$ cat config.mk
export PLATFORM = sky130hd
export DESIGN_NAME = cascaded_shelving_biquad_eq_core
export DESIGN_NICKNAME = d
export VERILOG_FILES = /design/src/rtl/csbeq_pkg.sv /design/src/rtl/cascaded_shelving_biquad_eq_core.sv
export SDC_FILE = /design/constraint.sdc
export NUM_CORES = 2
export LEC_CHECK = 0
export ABC_AREA = 1
export CORE_UTILIZATION = 50
export CTS_CLUSTER_DIAMETER = 80
export DETAILED_ROUTE_END_ITERATION = 16
export DONT_BUFFER_PORTS = 1
export GPL_TIMING_DRIVEN = 0
export HOLD_SLACK_MARGIN = 0.06
export SLEW_MARGIN = 20
export SYNTH_ARGS = -nofsm -noshare
export SYNTH_HDL_FRONTEND = slang
export SYNTH_SLANG_ARGS = --single-unit
$ cat constraint.sdc
create_clock -name aclk -period 8.8 [get_ports aclk]
set_clock_uncertainty 0.15 [all_clocks]
set_input_delay 0.88 -clock aclk [delete_from_list [all_inputs] [get_ports aclk]]
set_output_delay 0.88 -clock aclk [all_outputs]
set_load 0.01 [all_outputs]
$ cat src/rtl/csbeq_pkg.sv
// ----------------------------------------------------------------------------
// csbeq_pkg
// Types, widths and arithmetic helpers of the two-band shelving equalizer.
// ----------------------------------------------------------------------------
package csbeq_pkg;

    localparam int SAMPLE_BITS = 24;
    localparam int COEF_BITS   = 18;
    localparam int COEF_FRAC   = COEF_BITS - 3;
    localparam int GAIN_BITS   = 16;
    localparam int GAIN_FRAC   = 12;
    localparam int PROD_W      = SAMPLE_BITS + COEF_BITS;
    localparam int ACC_W       = PROD_W + 3;   // five products summed
    localparam int CFG_W       = 64;
    localparam int ADDR_W      = 6;
    localparam int FF_W        = 3 * COEF_BITS;
    localparam int FB_W        = 2 * COEF_BITS;

    typedef logic signed [SAMPLE_BITS-1:0] sample_t;
    typedef logic signed [COEF_BITS-1:0]   coef_t;
    typedef logic signed [PROD_W-1:0]      prod_t;
    typedef logic signed [ACC_W-1:0]       acc_t;

    // register map, byte address = 8 * index
    typedef enum logic [2:0] {
        REG_LO_FF = 3'd0,
        REG_LO_FB = 3'd1,
        REG_HI_FF = 3'd2,
        REG_HI_FB = 3'd3,
        REG_GAIN  = 3'd4
    } reg_idx_t;

    // where a registered product goes on the next cycle
    typedef enum logic [2:0] {
        DST_NONE,
        DST_LO_ADD,
        DST_LO_SUB,
        DST_HI_ADD,
        DST_HI_SUB,
        DST_GAIN
    } dst_t;

    // per-channel filter history, one memory word
    typedef struct packed {
        sample_t lx1;
        sample_t lx2;
        sample_t ly1;
        sample_t ly2;
        sample_t hy1;
        sample_t hy2;
    } hist_t;

    typedef struct packed {
        logic    hit;
        sample_t value;
    } sat_t;

    localparam acc_t HALF_COEF = acc_t'(1) <<< (COEF_FRAC - 1);
    localparam acc_t HALF_GAIN = acc_t'(1) <<< (GAIN_FRAC - 1);
    localparam acc_t SAT_MAX   = (acc_t'(1) <<< (SAMPLE_BITS - 1)) - acc_t'(1);
    localparam acc_t SAT_MIN   = -(acc_t'(1) <<< (SAMPLE_BITS - 1));

    // round half up, floor shift, clamp to the sample range
    function automatic sat_t round_sat(input acc_t v, input logic gain_mode);
        acc_t r;
        sat_t s;
        r = gain_mode ? ((v + HALF_GAIN) >>> GAIN_FRAC) : ((v + HALF_COEF) >>> COEF_FRAC);
        if (r > SAT_MAX) begin
            s.hit   = 1'b1;
            s.value = SAT_MAX[SAMPLE_BITS-1:0];
        end else if (r < SAT_MIN) begin
            s.hit   = 1'b1;
            s.value = SAT_MIN[SAMPLE_BITS-1:0];
        end else begin
            s.hit   = 1'b0;
            s.value = r[SAMPLE_BITS-1:0];
        end
        return s;
    endfunction

endpackage

$ cat src/rtl/cascaded_shelving_biquad_eq_core.sv
// ----------------------------------------------------------------------------
// cascaded_shelving_biquad_eq_core
// Low-shelf then high-shelf biquad (direct form I) with output gain,
// per-channel history in a memory, one shared multiplier.
// ----------------------------------------------------------------------------
// Usage:
//  - Input stream s_*: s_tdata[23:0] = signed Q1.23 sample, s_tuser[0] =
//    channel. A transaction completes when s_tvalid and s_tready are high.
//  - Result stream m_*: m_tdata[23:0] = equalized sample, m_tuser[0] = clipped
//    (final gain stage saturated). One result per input transaction.
//  - One sample is in flight at a time. s_tready rises together with
//    m_tvalid, so the next input transaction can be taken while the result
//    is offered. The time a sample takes is set by the single 24x18
//    multiplier (eleven products, one per cycle), the history-memory read,
//    finishing and rounding the high-shelf sum before the gain product, and
//    rounding the gain product into the result register.
//  - Coefficients and gain are written over the APB-style port (8-byte
//    stride), by the user only while no sample is in flight (not checked).
//  - Reset restores the register defaults (unity filters and gain) and marks
//    every channel's history as empty, which reads as zero. s_tready stays
//    low while aresetn is low.
//  - If m_tready is low the finished result waits; the sample's history is
//    written back and the next input taken once the result register frees.
// ----------------------------------------------------------------------------
module cascaded_shelving_biquad_eq_core
    import csbeq_pkg::*;
#(
    parameter int CHANNEL_COUNT = 2
) (
    input  logic              aclk,
    input  logic              aresetn,
    // input stream
    input  logic              s_tvalid,
    output logic              s_tready,
    input  logic [23:0]       s_tdata,   // [23:0] sample_in
    input  logic [0:0]        s_tuser,   // [0] channel
    // result stream
    output logic              m_tvalid,
    input  logic              m_tready,
    output logic [23:0]       m_tdata,   // [23:0] sample_out
    output logic [0:0]        m_tuser,   // [0] clipped
    // configuration
    input  logic              psel,
    input  logic              penable,
    input  logic              pwrite,
    input  logic [ADDR_W-1:0] paddr,
    input  logic [CFG_W-1:0]  pwdata,
    output logic [CFG_W-1:0]  prdata,
    output logic              pready
);

    localparam int CH_AW = (CHANNEL_COUNT > 1) ? $clog2(CHANNEL_COUNT) : 1;

    // one state per multiplier slot plus read, drain, finalize, done states
    typedef enum logic [3:0] {
        ST_IDLE,
        ST_READ,
        ST_LB0,
        ST_LB1,
        ST_LB2,
        ST_LA1,
        ST_LA2,
        ST_HB1,
        ST_HB2,    // low-shelf result rounded here
        ST_HA1,
        ST_HA2,
        ST_HB0,
        ST_HDRAIN,
        ST_HFIN,   // high-shelf result rounded here
        ST_GAIN,
        ST_DONE
    } state_t;

    // ------------------------------------------------------------------
    // configuration registers
    // ------------------------------------------------------------------
    logic [FF_W-1:0]      lo_ff_reg;
    logic [FB_W-1:0]      lo_fb_reg;
    logic [FF_W-1:0]      hi_ff_reg;
    logic [FB_W-1:0]      hi_fb_reg;
    logic [GAIN_BITS-1:0] gain_reg;
    logic                 cfg_wr;
    reg_idx_t             cfg_idx;

    assign pready  = 1'b1;
    assign cfg_wr  = psel & penable & pwrite & pready;
    assign cfg_idx = reg_idx_t'(paddr[ADDR_W-1:3]);

    always_ff @(posedge aclk) begin
        if (!aresetn) begin
            lo_ff_reg <= FF_W'(32768);
            lo_fb_reg <= '0;
            hi_ff_reg <= FF_W'(32768);
            hi_fb_reg <= '0;
            gain_reg  <= GAIN_BITS'(4096);
        end else if (cfg_wr) begin
            unique case (cfg_idx)
                REG_LO_FF: lo_ff_reg <= pwdata[FF_W-1:0];
                REG_LO_FB: lo_fb_reg <= pwdata[FB_W-1:0];
                REG_HI_FF: hi_ff_reg <= pwdata[FF_W-1:0];
                REG_HI_FB: hi_fb_reg <= pwdata[FB_W-1:0];
                REG_GAIN:  gain_reg  <= pwdata[GAIN_BITS-1:0];
                default: ;   // unmapped index, write dropped
            endcase
        end
    end

    always_comb begin
        unique case (cfg_idx)
            REG_LO_FF: prdata = CFG_W'(lo_ff_reg);
            REG_LO_FB: prdata = CFG_W'(lo_fb_reg);
            REG_HI_FF: prdata = CFG_W'(hi_ff_reg);
            REG_HI_FB: prdata = CFG_W'(hi_fb_reg);
            REG_GAIN:  prdata = CFG_W'(gain_reg);
            default:   prdata = '0;
        endcase
    end

    // coefficient slices
    coef_t lo_b0, lo_b1, lo_b2, lo_a1, lo_a2;
    coef_t hi_b0, hi_b1, hi_b2, hi_a1, hi_a2;
    coef_t gain_coef;

    assign lo_b0 = lo_ff_reg[COEF_BITS-1:0];
    assign lo_b1 = lo_ff_reg[2*COEF_BITS-1:COEF_BITS];
    assign lo_b2 = lo_ff_reg[3*COEF_BITS-1:2*COEF_BITS];
    assign lo_a1 = lo_fb_reg[COEF_BITS-1:0];
    assign lo_a2 = lo_fb_reg[2*COEF_BITS-1:COEF_BITS];
    assign hi_b0 = hi_ff_reg[COEF_BITS-1:0];
    assign hi_b1 = hi_ff_reg[2*COEF_BITS-1:COEF_BITS];
    assign hi_b2 = hi_ff_reg[3*COEF_BITS-1:2*COEF_BITS];
    assign hi_a1 = hi_fb_reg[COEF_BITS-1:0];
    assign hi_a2 = hi_fb_reg[2*COEF_BITS-1:COEF_BITS];
    // unsigned Q4.12 gain as a positive multiplier operand
    assign gain_coef = {{(COEF_BITS-GAIN_BITS){1'b0}}, gain_reg};

    // ------------------------------------------------------------------
    // control and datapath registers
    // ------------------------------------------------------------------
    state_t             state_reg;
    sample_t            x_reg;
    logic [CH_AW-1:0]   ch_reg;
    prod_t              prod_reg;
    dst_t               prod_dst_reg;
    acc_t               acc_lo_reg;
    acc_t               acc_hi_reg;
    sample_t            yl_reg;
    sample_t            yh_reg;
    logic               m_tvalid_reg;
    logic [23:0]        m_tdata_reg;
    logic               m_tuser_reg;

    // history memory
    hist_t              state_mem [CHANNEL_COUNT];
    hist_t              rd_data_reg;
    logic               rd_ok_reg;
    logic [CHANNEL_COUNT-1:0] hist_ok_reg;
    hist_t              hist;
    hist_t              hist_wr;
    logic               wr_en;

    logic               s_fire;
    logic [CH_AW-1:0]   ch_sel;
    sample_t            op_a;
    coef_t              op_b;
    dst_t               op_dst;
    acc_t               prod_ext;
    sat_t               rs_out;
    acc_t               rs_in;
    logic               rs_gain;

    assign s_tready = aresetn && (state_reg == ST_IDLE);
    assign s_fire   = s_tvalid & s_tready;
    assign ch_sel   = (CHANNEL_COUNT > 1) ? CH_AW'(s_tuser[0]) : '0;

    assign m_tvalid = m_tvalid_reg;
    assign m_tdata  = m_tdata_reg;
    assign m_tuser  = m_tuser_reg;

    // empty history reads as zero
    assign hist = rd_ok_reg ? rd_data_reg : '0;

    assign wr_en = (state_reg == ST_DONE) && (!m_tvalid_reg || m_tready);

    always_comb begin
        hist_wr.lx1 = x_reg;
        hist_wr.lx2 = hist.lx1;
        hist_wr.ly1 = yl_reg;
        hist_wr.ly2 = hist.ly1;
        hist_wr.hy1 = yh_reg;
        hist_wr.hy2 = hist.hy1;
    end

    always_ff @(posedge aclk) begin
        if (state_reg == ST_READ) begin
            rd_data_reg <= state_mem[ch_reg];
        end
        if (wr_en) begin
            state_mem[ch_reg] <= hist_wr;
        end
    end

    // multiplier slot schedule
    always_comb begin
        unique case (state_reg)
            ST_LB0:  begin op_a = x_reg;     op_b = lo_b0;     op_dst = DST_LO_ADD; end
            ST_LB1:  begin op_a = hist.lx1;  op_b = lo_b1;     op_dst = DST_LO_ADD; end
            ST_LB2:  begin op_a = hist.lx2;  op_b = lo_b2;     op_dst = DST_LO_ADD; end
            ST_LA1:  begin op_a = hist.ly1;  op_b = lo_a1;     op_dst = DST_LO_SUB; end
            ST_LA2:  begin op_a = hist.ly2;  op_b = lo_a2;     op_dst = DST_LO_SUB; end
            ST_HB1:  begin op_a = hist.ly1;  op_b = hi_b1;     op_dst = DST_HI_ADD; end
            ST_HB2:  begin op_a = hist.ly2;  op_b = hi_b2;     op_dst = DST_HI_ADD; end
            ST_HA1:  begin op_a = hist.hy1;  op_b = hi_a1;     op_dst = DST_HI_SUB; end
            ST_HA2:  begin op_a = hist.hy2;  op_b = hi_a2;     op_dst = DST_HI_SUB; end
            ST_HB0:  begin op_a = yl_reg;    op_b = hi_b0;     op_dst = DST_HI_ADD; end
            ST_GAIN: begin op_a = yh_reg;    op_b = gain_coef; op_dst = DST_GAIN;   end
            default: begin op_a = '0;        op_b = '0;        op_dst = DST_NONE;   end
        endcase
    end

    assign prod_ext = {{(ACC_W-PROD_W){prod_reg[PROD_W-1]}}, prod_reg};

    // shared round/saturate: low result, high result, then gain stage
    always_comb begin
        unique case (state_reg)
            ST_HB2:  begin rs_in = acc_lo_reg; rs_gain = 1'b0; end
            ST_HFIN: begin rs_in = acc_hi_reg; rs_gain = 1'b0; end
            default: begin rs_in = prod_ext;   rs_gain = 1'b1; end
        endcase
    end

    assign rs_out = round_sat(rs_in, rs_gain);

    always_ff @(posedge aclk) begin
        if (!aresetn) begin
            state_reg    <= ST_IDLE;
            prod_dst_reg <= DST_NONE;
            m_tvalid_reg <= 1'b0;
            hist_ok_reg  <= '0;
            rd_ok_reg    <= 1'b0;
        end else begin
            // a new result load below takes precedence over the drain
            if (m_tvalid_reg && m_tready && !wr_en) begin
                m_tvalid_reg <= 1'b0;
            end

            // product register and accumulate of the previous product
            prod_dst_reg <= op_dst;
            if (op_dst != DST_NONE) begin
                prod_reg <= op_a * op_b;
            end
            unique case (prod_dst_reg)
                DST_LO_ADD: acc_lo_reg <= acc_lo_reg + prod_ext;
                DST_LO_SUB: acc_lo_reg <= acc_lo_reg - prod_ext;
                DST_HI_ADD: acc_hi_reg <= acc_hi_reg + prod_ext;
                DST_HI_SUB: acc_hi_reg <= acc_hi_reg - prod_ext;
                default: ;
            endcase

            unique case (state_reg)
                ST_IDLE: begin
                    if (s_fire) begin
                        x_reg     <= $signed(s_tdata[SAMPLE_BITS-1:0]);
                        ch_reg    <= ch_sel;
                        state_reg <= ST_READ;
                    end
                end
                ST_READ: begin
                    rd_ok_reg  <= hist_ok_reg[ch_reg];
                    acc_lo_reg <= '0;
                    acc_hi_reg <= '0;
                    state_reg  <= ST_LB0;
                end
                ST_LB0:    state_reg <= ST_LB1;
                ST_LB1:    state_reg <= ST_LB2;
                ST_LB2:    state_reg <= ST_LA1;
                ST_LA1:    state_reg <= ST_LA2;
                ST_LA2:    state_reg <= ST_HB1;
                ST_HB1:    state_reg <= ST_HB2;
                ST_HB2: begin
                    yl_reg    <= rs_out.value;
                    state_reg <= ST_HA1;
                end
                ST_HA1:    state_reg <= ST_HA2;
                ST_HA2:    state_reg <= ST_HB0;
                ST_HB0:    state_reg <= ST_HDRAIN;
                ST_HDRAIN: state_reg <= ST_HFIN;
                ST_HFIN: begin
                    yh_reg    <= rs_out.value;
                    state_reg <= ST_GAIN;
                end
                ST_GAIN:   state_reg <= ST_DONE;
                ST_DONE: begin
                    // hold until the result register is free
                    if (wr_en) begin
                        m_tdata_reg          <= rs_out.value;
                        m_tuser_reg          <= rs_out.hit;
                        m_tvalid_reg         <= 1'b1;
                        hist_ok_reg[ch_reg]  <= 1'b1;
                        state_reg            <= ST_IDLE;
                    end
                end
                default:   state_reg <= ST_IDLE;
            endcase
        end
    end

`ifndef ASSERT_OFF
    // history write-back and result load happen together
    a_wr_gives_result: assert property (@(posedge aclk) disable iff (!aresetn)
        wr_en |=> m_tvalid)
        else $error("history written without a result");

    // one sample at a time: no new input right after an input transaction
    a_single_flight: assert property (@(posedge aclk) disable iff (!aresetn)
        (s_tvalid && s_tready) |=> !s_tready)
        else $error("input accepted while a sample is in flight");

    // low-shelf accumulator is final when its result is rounded
    a_lo_settled: assert property (@(posedge aclk) disable iff (!aresetn)
        (state_reg == ST_HB2) |-> (prod_dst_reg != DST_LO_ADD && prod_dst_reg != DST_LO_SUB))
        else $error("low-shelf result rounded before last product");

    // a result load needs a free output register
    a_no_overwrite: assert property (@(posedge aclk) disable iff (!aresetn)
        (m_tvalid && !m_tready) |=> (m_tvalid && $stable(m_tdata)))
        else $error("pending result overwritten");
`endif

endmodule
==> After elaboration in Yosys (flattened, before gate mapping) <==
Memories as Yosys holds them, arrays and structs flattened. A register that Yosys moved wholly into a read port is not among the register bits.
Index checks and enable logic that the tools add are counted.
{ "word_totals": {"reg_bits": 437, "ramBits": 288, "inputBits": 102, "wordCells": 117, "mem_count": 1} }
{ "mem_list": {"columns": ["memory", "depth", "word_bits", "read_ports", "rd_ports_with_merged_regs", "wr", "line", "rtl"], "rows": [
  ["state_mem", 2, 144, 1, 1, 1, "cascaded_shelving_biquad_eq_core.sv:154", "hist_t state_mem [CHANNEL_COUNT];"]
]} }
{ "classes": {"addsub": 6, "multipliers": 1, "order_cmp": 4, "eq_ne": 25, "mux": 23, "bitwise_logic": 4, "reduce_logical": 34} }
{ "ops": {"columns": ["cell", "count"], "rows": [
  ["$pmux 45 s2", 3],
  ["$pmux 54 s5", 1],
  ["$pmux 24 s9", 1],
  ["$pmux 18 s11", 1],
  ["$mux 144", 1],
  ["$add 45x42->45", 2],
  ["$sub 45x42->45", 2],
  ["$pmux 4 s16", 1],
  ["$add 45x13->45 const B", 1],
  ["$add 45x16->45 const B", 1],
  ["$gt 45x24->1 const B", 1],
  ["$lt 45x24->1 const B", 1],
  ["$mux 45", 1],
  ["$mul 24x18->42", 1],
  ["$eq 4x4->1 const B", 8],
  ["$mux 25", 1],
  ["$mux 24", 1],
  ["$reduce_and 2->1", 12],
  ["$eq 4x3->1 const B", 4],
  ["$pmux 3 s5", 1],
  ["$eq 3x2->1 const B", 4],
  ["$reduce_or 2->1", 5],
  ["$reduce_bool 3->1", 3],
  ["$eq 4x2->1 const B", 2],
  ["other kinds (18)", 38]
]} }

==> Depth between registers and ports, before layout <==
{ "logic_depth": {"depth_word": 8, "depth_mapped": 37, "mapped_depth_nobuf": 36} }

==> Worst setup path after synthesis <==
Ideal clock, no wire load.
{ "synth_timing": {"path_kind": "input to register", "startpoint": "input m_tready", "endpoint": "memory state_mem[0][0] (netlist bit) (enable)", "setup_time_ns": 0.650, "t_arrival_ns": 7.077, "required_ns": 8.000, "setup_slack_ns": 0.922, "stages": 4, "path_buffers": 0, "path_cell_list": "inv_1 -> nand2_1 -> nand2_1 -> nor2_1"} }
{ "synth_between": {"elab_chain_cells": 4} }
{ "synth_lines": {"columns": ["item", "line", "rtl"], "rows": [
  ["from (decl)", "cascaded_shelving_biquad_eq_core.sv:39", "input logic m_tready,"],
  ["$logic_or 1x1->1", "cascaded_shelving_biquad_eq_core.sv:183", "assign wr_en = (state_reg == ST_DONE) && (!m_tvalid_reg || m_tready);"],
  ["$logic_and 1x1->1", "cascaded_shelving_biquad_eq_core.sv:183", null],
  ["$mux 1", "cascaded_shelving_biquad_eq_core.sv:198", "if (wr_en) begin"],
  ["$mux 1 (implied by the code)", "cascaded_shelving_biquad_eq_core.sv:199", "state_mem[ch_reg] <= hist_wr;"],
  ["to (decl)", "cascaded_shelving_biquad_eq_core.sv:154", null]
]} }
No other way between the ends.

==> Worst setup path in the final report <==
{ "layout_timing": {"startpoint": "register state_reg[2]", "endpoint": "register prod_reg[35] (data pin)"} }
{ "layout_between": {"elab_chain_cells": 4, "elab_cells_between_ends": 16, "classes_between": "1 x mul; 11 x eq/ne; 2 x mux; 2 x reduce/logical"} }
{ "layout_lines": {"columns": ["item", "line", "rtl"], "rows": [
  ["from (decl)", "cascaded_shelving_biquad_eq_core.sv:140", "state_t state_reg;"],
  ["from (signal assigned)", "cascaded_shelving_biquad_eq_core.sv:236", "state_reg <= ST_IDLE;"],
  ["from (signal assigned)", "cascaded_shelving_biquad_eq_core.sv:265", "state_reg <= ST_READ;"],
  ["from (signal assigned)", "cascaded_shelving_biquad_eq_core.sv:272", "state_reg <= ST_LB0;"],
  ["$eq 4x4->1 or $eq 4x3->1 (tied branches)", "cascaded_shelving_biquad_eq_core.sv:205", "unique case (state_reg)"],
  ["$reduce_or 2->1 (no source line)", null, null],
  ["$pmux 24 s9", "cascaded_shelving_biquad_eq_core.sv:205", null],
  ["$mul 24x18->42 *", "cascaded_shelving_biquad_eq_core.sv:250", "prod_reg <= op_a * op_b;"],
  ["to (signal assigned)", "cascaded_shelving_biquad_eq_core.sv:250", null],
  ["to (decl)", "cascaded_shelving_biquad_eq_core.sv:143", "prod_t prod_reg;"]
]} }
Mark *: on every way between the ends. The rest lies on a longest branch, timed or not.
A chain may end at the register's enable or synchronous reset.

==> impl_metrics.tcl <==
set metrics [dict create \
    max_stage_delay_ps 590 \
    vias_per_cell 5.79 \
    syn_area_per_cell_sq_um 8.64 \
    ys_ff_latch 869 \
    hp-start "s_tdata[1]" \
    synth_top_family_by_area "adder cells" \
    layout-drive-gt1-share_pct 7.15 \
    drt_iter0_markers 5567 \
    fin_util_pct 56.4 \
    io_pins 194 \
    power_density_nw_per_um2 180 \
    clock.fmax_mhz 116 \
    syn_area_sq_um 58700 \
    fillerInstances 10800 \
    clk-insertion-delay-late_ps 730 \
    peakVddDrop_v 0.000178 \
    synth-edff-count 662 \
    cpLargestDelayFamily "adder cells" \
    hold_end "x_reg[1]$_DFFE_PP_" \
    relSlewSlack_pct 18.3 \
    grt_pass1_wl_microns 319000 \
    synth_mux_area_share_pct 0 \
    htree_levels 3 \
    final_cells 8586 \
    synth-simple-area-share_pct 18.1 \
    placed_cells 8369 \
    die_area_sq_um 119000 \
    netlist_top_cells_area "edfxtp_1 (34%), fa_1 (15%), nand2_1 (9.9%)" \
    ys.flop_type "edfxtp_1" \
    grt_pass1_vias 46800 \
    area_growth_pct 11.7 \
    gp_congestion 1.02 \
    wl_per_cell_microns 26.0 \
    numCtsBuffers 97 \
    setup_slack_ps 192 \
    grtUsageTotal_pct 37.4 \
    synth-seq-area-share_pct 40.9 \
    power_mw 11.8 \
    mostFrequentLayoutCells "nand2_1 (1540), inv_1 (1056), nor2_1 (721), edfxtp_1 (662), o21ai_0 (486)" \
    critical_path.max_fanout 10 \
    core_area_sq_um 116000 \
    start_util_pct 50.5 \
    grt_max_degree 45 \
    reg2reg_slack_ps 190 \
    endpoint_kind "flop" \
    dieWidth_microns 345 \
    hold_path_class "in2reg" \
    cp-start-kind "flop" \
    cts.sinks 869 \
    post-route-min-period_ps 8610 \
    setup_viol 0 \
    firstDrtPassIters 6 \
    critical_path_class "reg2reg" \
    largest_reg_flops 288 \
    synth_top_area_share_pct 33.8 \
    vias 49700 \
    ys_types 55 \
    holdWs_ps 111 \
    drc 0 \
    rsz0062_at_grt "yes" \
    required_ps 9080 \
    worst_ep_arrival_time_ps 8880 \
    synth-xor-area-share_pct 1.57 \
    clkSlewWorstSetupHoldPaths_ps 60 \
    reg2reg_from "state_reg[2]$_SDFFE_PN0P_" \
    synth_warnings 0 \
    run_status "finished clean" \
    cts_tree "yes" \
    ant_nets 0 \
    path_buf_inv 8 \
    pre_cts_ws_ps -2370 \
    cts_root_buf "clkbuf_16" \
    yosys.area.top_type "edfxtp_1" \
    p_leak_nw 28.2 \
    crit_slowest_cell "fa_1" \
    crit_top_cell "fa_1" \
    worst_pin_slew_ps 1230 \
    reg2regPathDepth 31 \
    rows 125 \
    final_common_cell "nand2_1" \
    max_cap_viol_count 0 \
    finalCritPeriodShare_pct 97.8 \
    synth_compound_area_share_pct 11.6 \
    syn_inst 6803 \
    hold_depth 0 \
    nets 7693 \
    drt-total-wl_microns 223000 \
    ys_async_sr_fraction_pct 0 \
    dieHeight_microns 345 \
    antenna_found_initial 13 \
    drv_slew 0 \
    hold_viol_final 0 \
    grt_overflow 0 \
    worstReg2RegEnd "prod_reg[35]$_DFFE_PP_" \
    portBuffers 0 \
    synthAdderAreaFrac_pct 18.7 \
    dp_hpwl_microns 175000 \
    cts_max_path_buffers 3 \
]
-- worst reg2reg max path, delay by kind of cell (launching register included) --
family | cells | cell delay, ps
DFF | 1 | 430
adders and majority gates | 7 | 3470
buffers and inverters | 8 | 1390
xor gates and xnor gates | 1 | 170
and+or+nand+nor | 7 | 1020
AOI/OAI and AO/OA | 8 | 1720
-- cell usage after synthesis, types with 9 or more instances --
cell type	n
nand2_1	1543
inv_1	1076
nor2_1	740
edfxtp_1	662
o21ai_0	493
fa_1	428
a21oi_1	370
clkbuf_1	229
dfxtp_1	207
ha_1	195
nand3_1	180
a221oi_1	77
xor2_1	68
a31oi_1	48
o22ai_1	42
xnor2_1	37
nand4_1	34
nor3_1	33
a22o_1	32
o21a_1	32
and3_1	25
buf_2	25
o2111ai_1	21
nor4_1	19
o211ai_1	19
buf_1	15
buf_4	15
nand2_2	14
nor2_2	12
clkinv_1	10
a21boi_0	9
o221ai_1	9
-- power breakdown --
group | leakage, nW | internal (mW) | switching (mW)
Clock | 1.54 | 2.28 | 1.79
Sequential | 7.77 | 4.83 | 0.203
Combinational | 18.9 | 0.745 | 1.98
Total | 28.2 | 7.85 | 3.97
-- cell families (layout without fill, tap and decap cells) --
kind of cell | after synthesis | count (layout)
flip-flops | 869 | 869
AO/OA/AOI/OAI | 1184 | 1184
adder cells (fa/ha/maj) | 623 | 623
XOR/XNOR | 105 | 105
buffers and inverters | 1386 | 1627
other | 2 | 20
AND/OR/NAND/NOR | 2634 | 2634
-- final cells by class --
cell class              instances  area [sq um]  share of cell area [%]
clock buffers                 115          2570                    3.91
inverters                    1094          4170                    6.35
repair buffers                 72          1030                    1.57
multi-input cells            4557         29900                    45.6
well taps                    1524          1910                    2.90
flip-flops and latches        869         24000                    36.6
diodes                          9          22.5                  0.0343
clock inverters                69           607                   0.924
plain buffers                 277          1380                    2.11
-- metal layers --
layer | track usage, % | vias to the layer above | part of all wire (%)
li1 | - | 22400 | -
met2 | 58.5 | 2611 | 45
met4 | 15.9 | 8 | 5.0
met5 | 0 | - | 0.026
met3 | 7.15 | 499 | 9.7
met1 | 51.0 | 24100 | 40
-- metrics by stage --
| stage | instance area [sq um] | TNS [ps] |
|---|---|---|
| floorplan | 58800 | 0 |
| global placement | 60700 | -1142740 |
| detailed placement | 61500 | -38250 |
| CTS | 65300 | -17.0 |
| global route | 65600 | -40.3 |
| finish | 65600 | 0 |
-- worst max-delay path by stage --
| stage | from | endpoint | cells after the start |
|---|---|---|---|
| floorplan | m_tready | state_mem[0][0]$_DFFE_PP_ | 4 |
| global placement | m_tready | state_mem[0][125]$_DFFE_PP_ | 4 |
| detailed placement | state_reg[1]$_SDFFE_PN0P_ | prod_reg[41]$_DFFE_PP_ | 27 |
| CTS | state_reg[2]$_SDFFE_PN0P_ | prod_reg[35]$_DFFE_PP_ | 32 |
| global route | state_reg[1]$_SDFFE_PN0P_ | prod_reg[35]$_DFFE_PP_ | 30 |
| finish | state_reg[2]$_SDFFE_PN0P_ | prod_reg[35]$_DFFE_PP_ | 31 |
-- timing repair --
action | 4_1_cts | 5_1_grt
buffers inserted | 16 | 14
setup endpoints to repair | 30 | 18
hold buffers | 9 | 0
gates resized for setup | 149 | 122
hold endpoints to repair | 9 | 0
gates cloned | 0 | 0
pin swaps | 10 | 6
No activity file was read; power rests on OpenSTA's default activity.
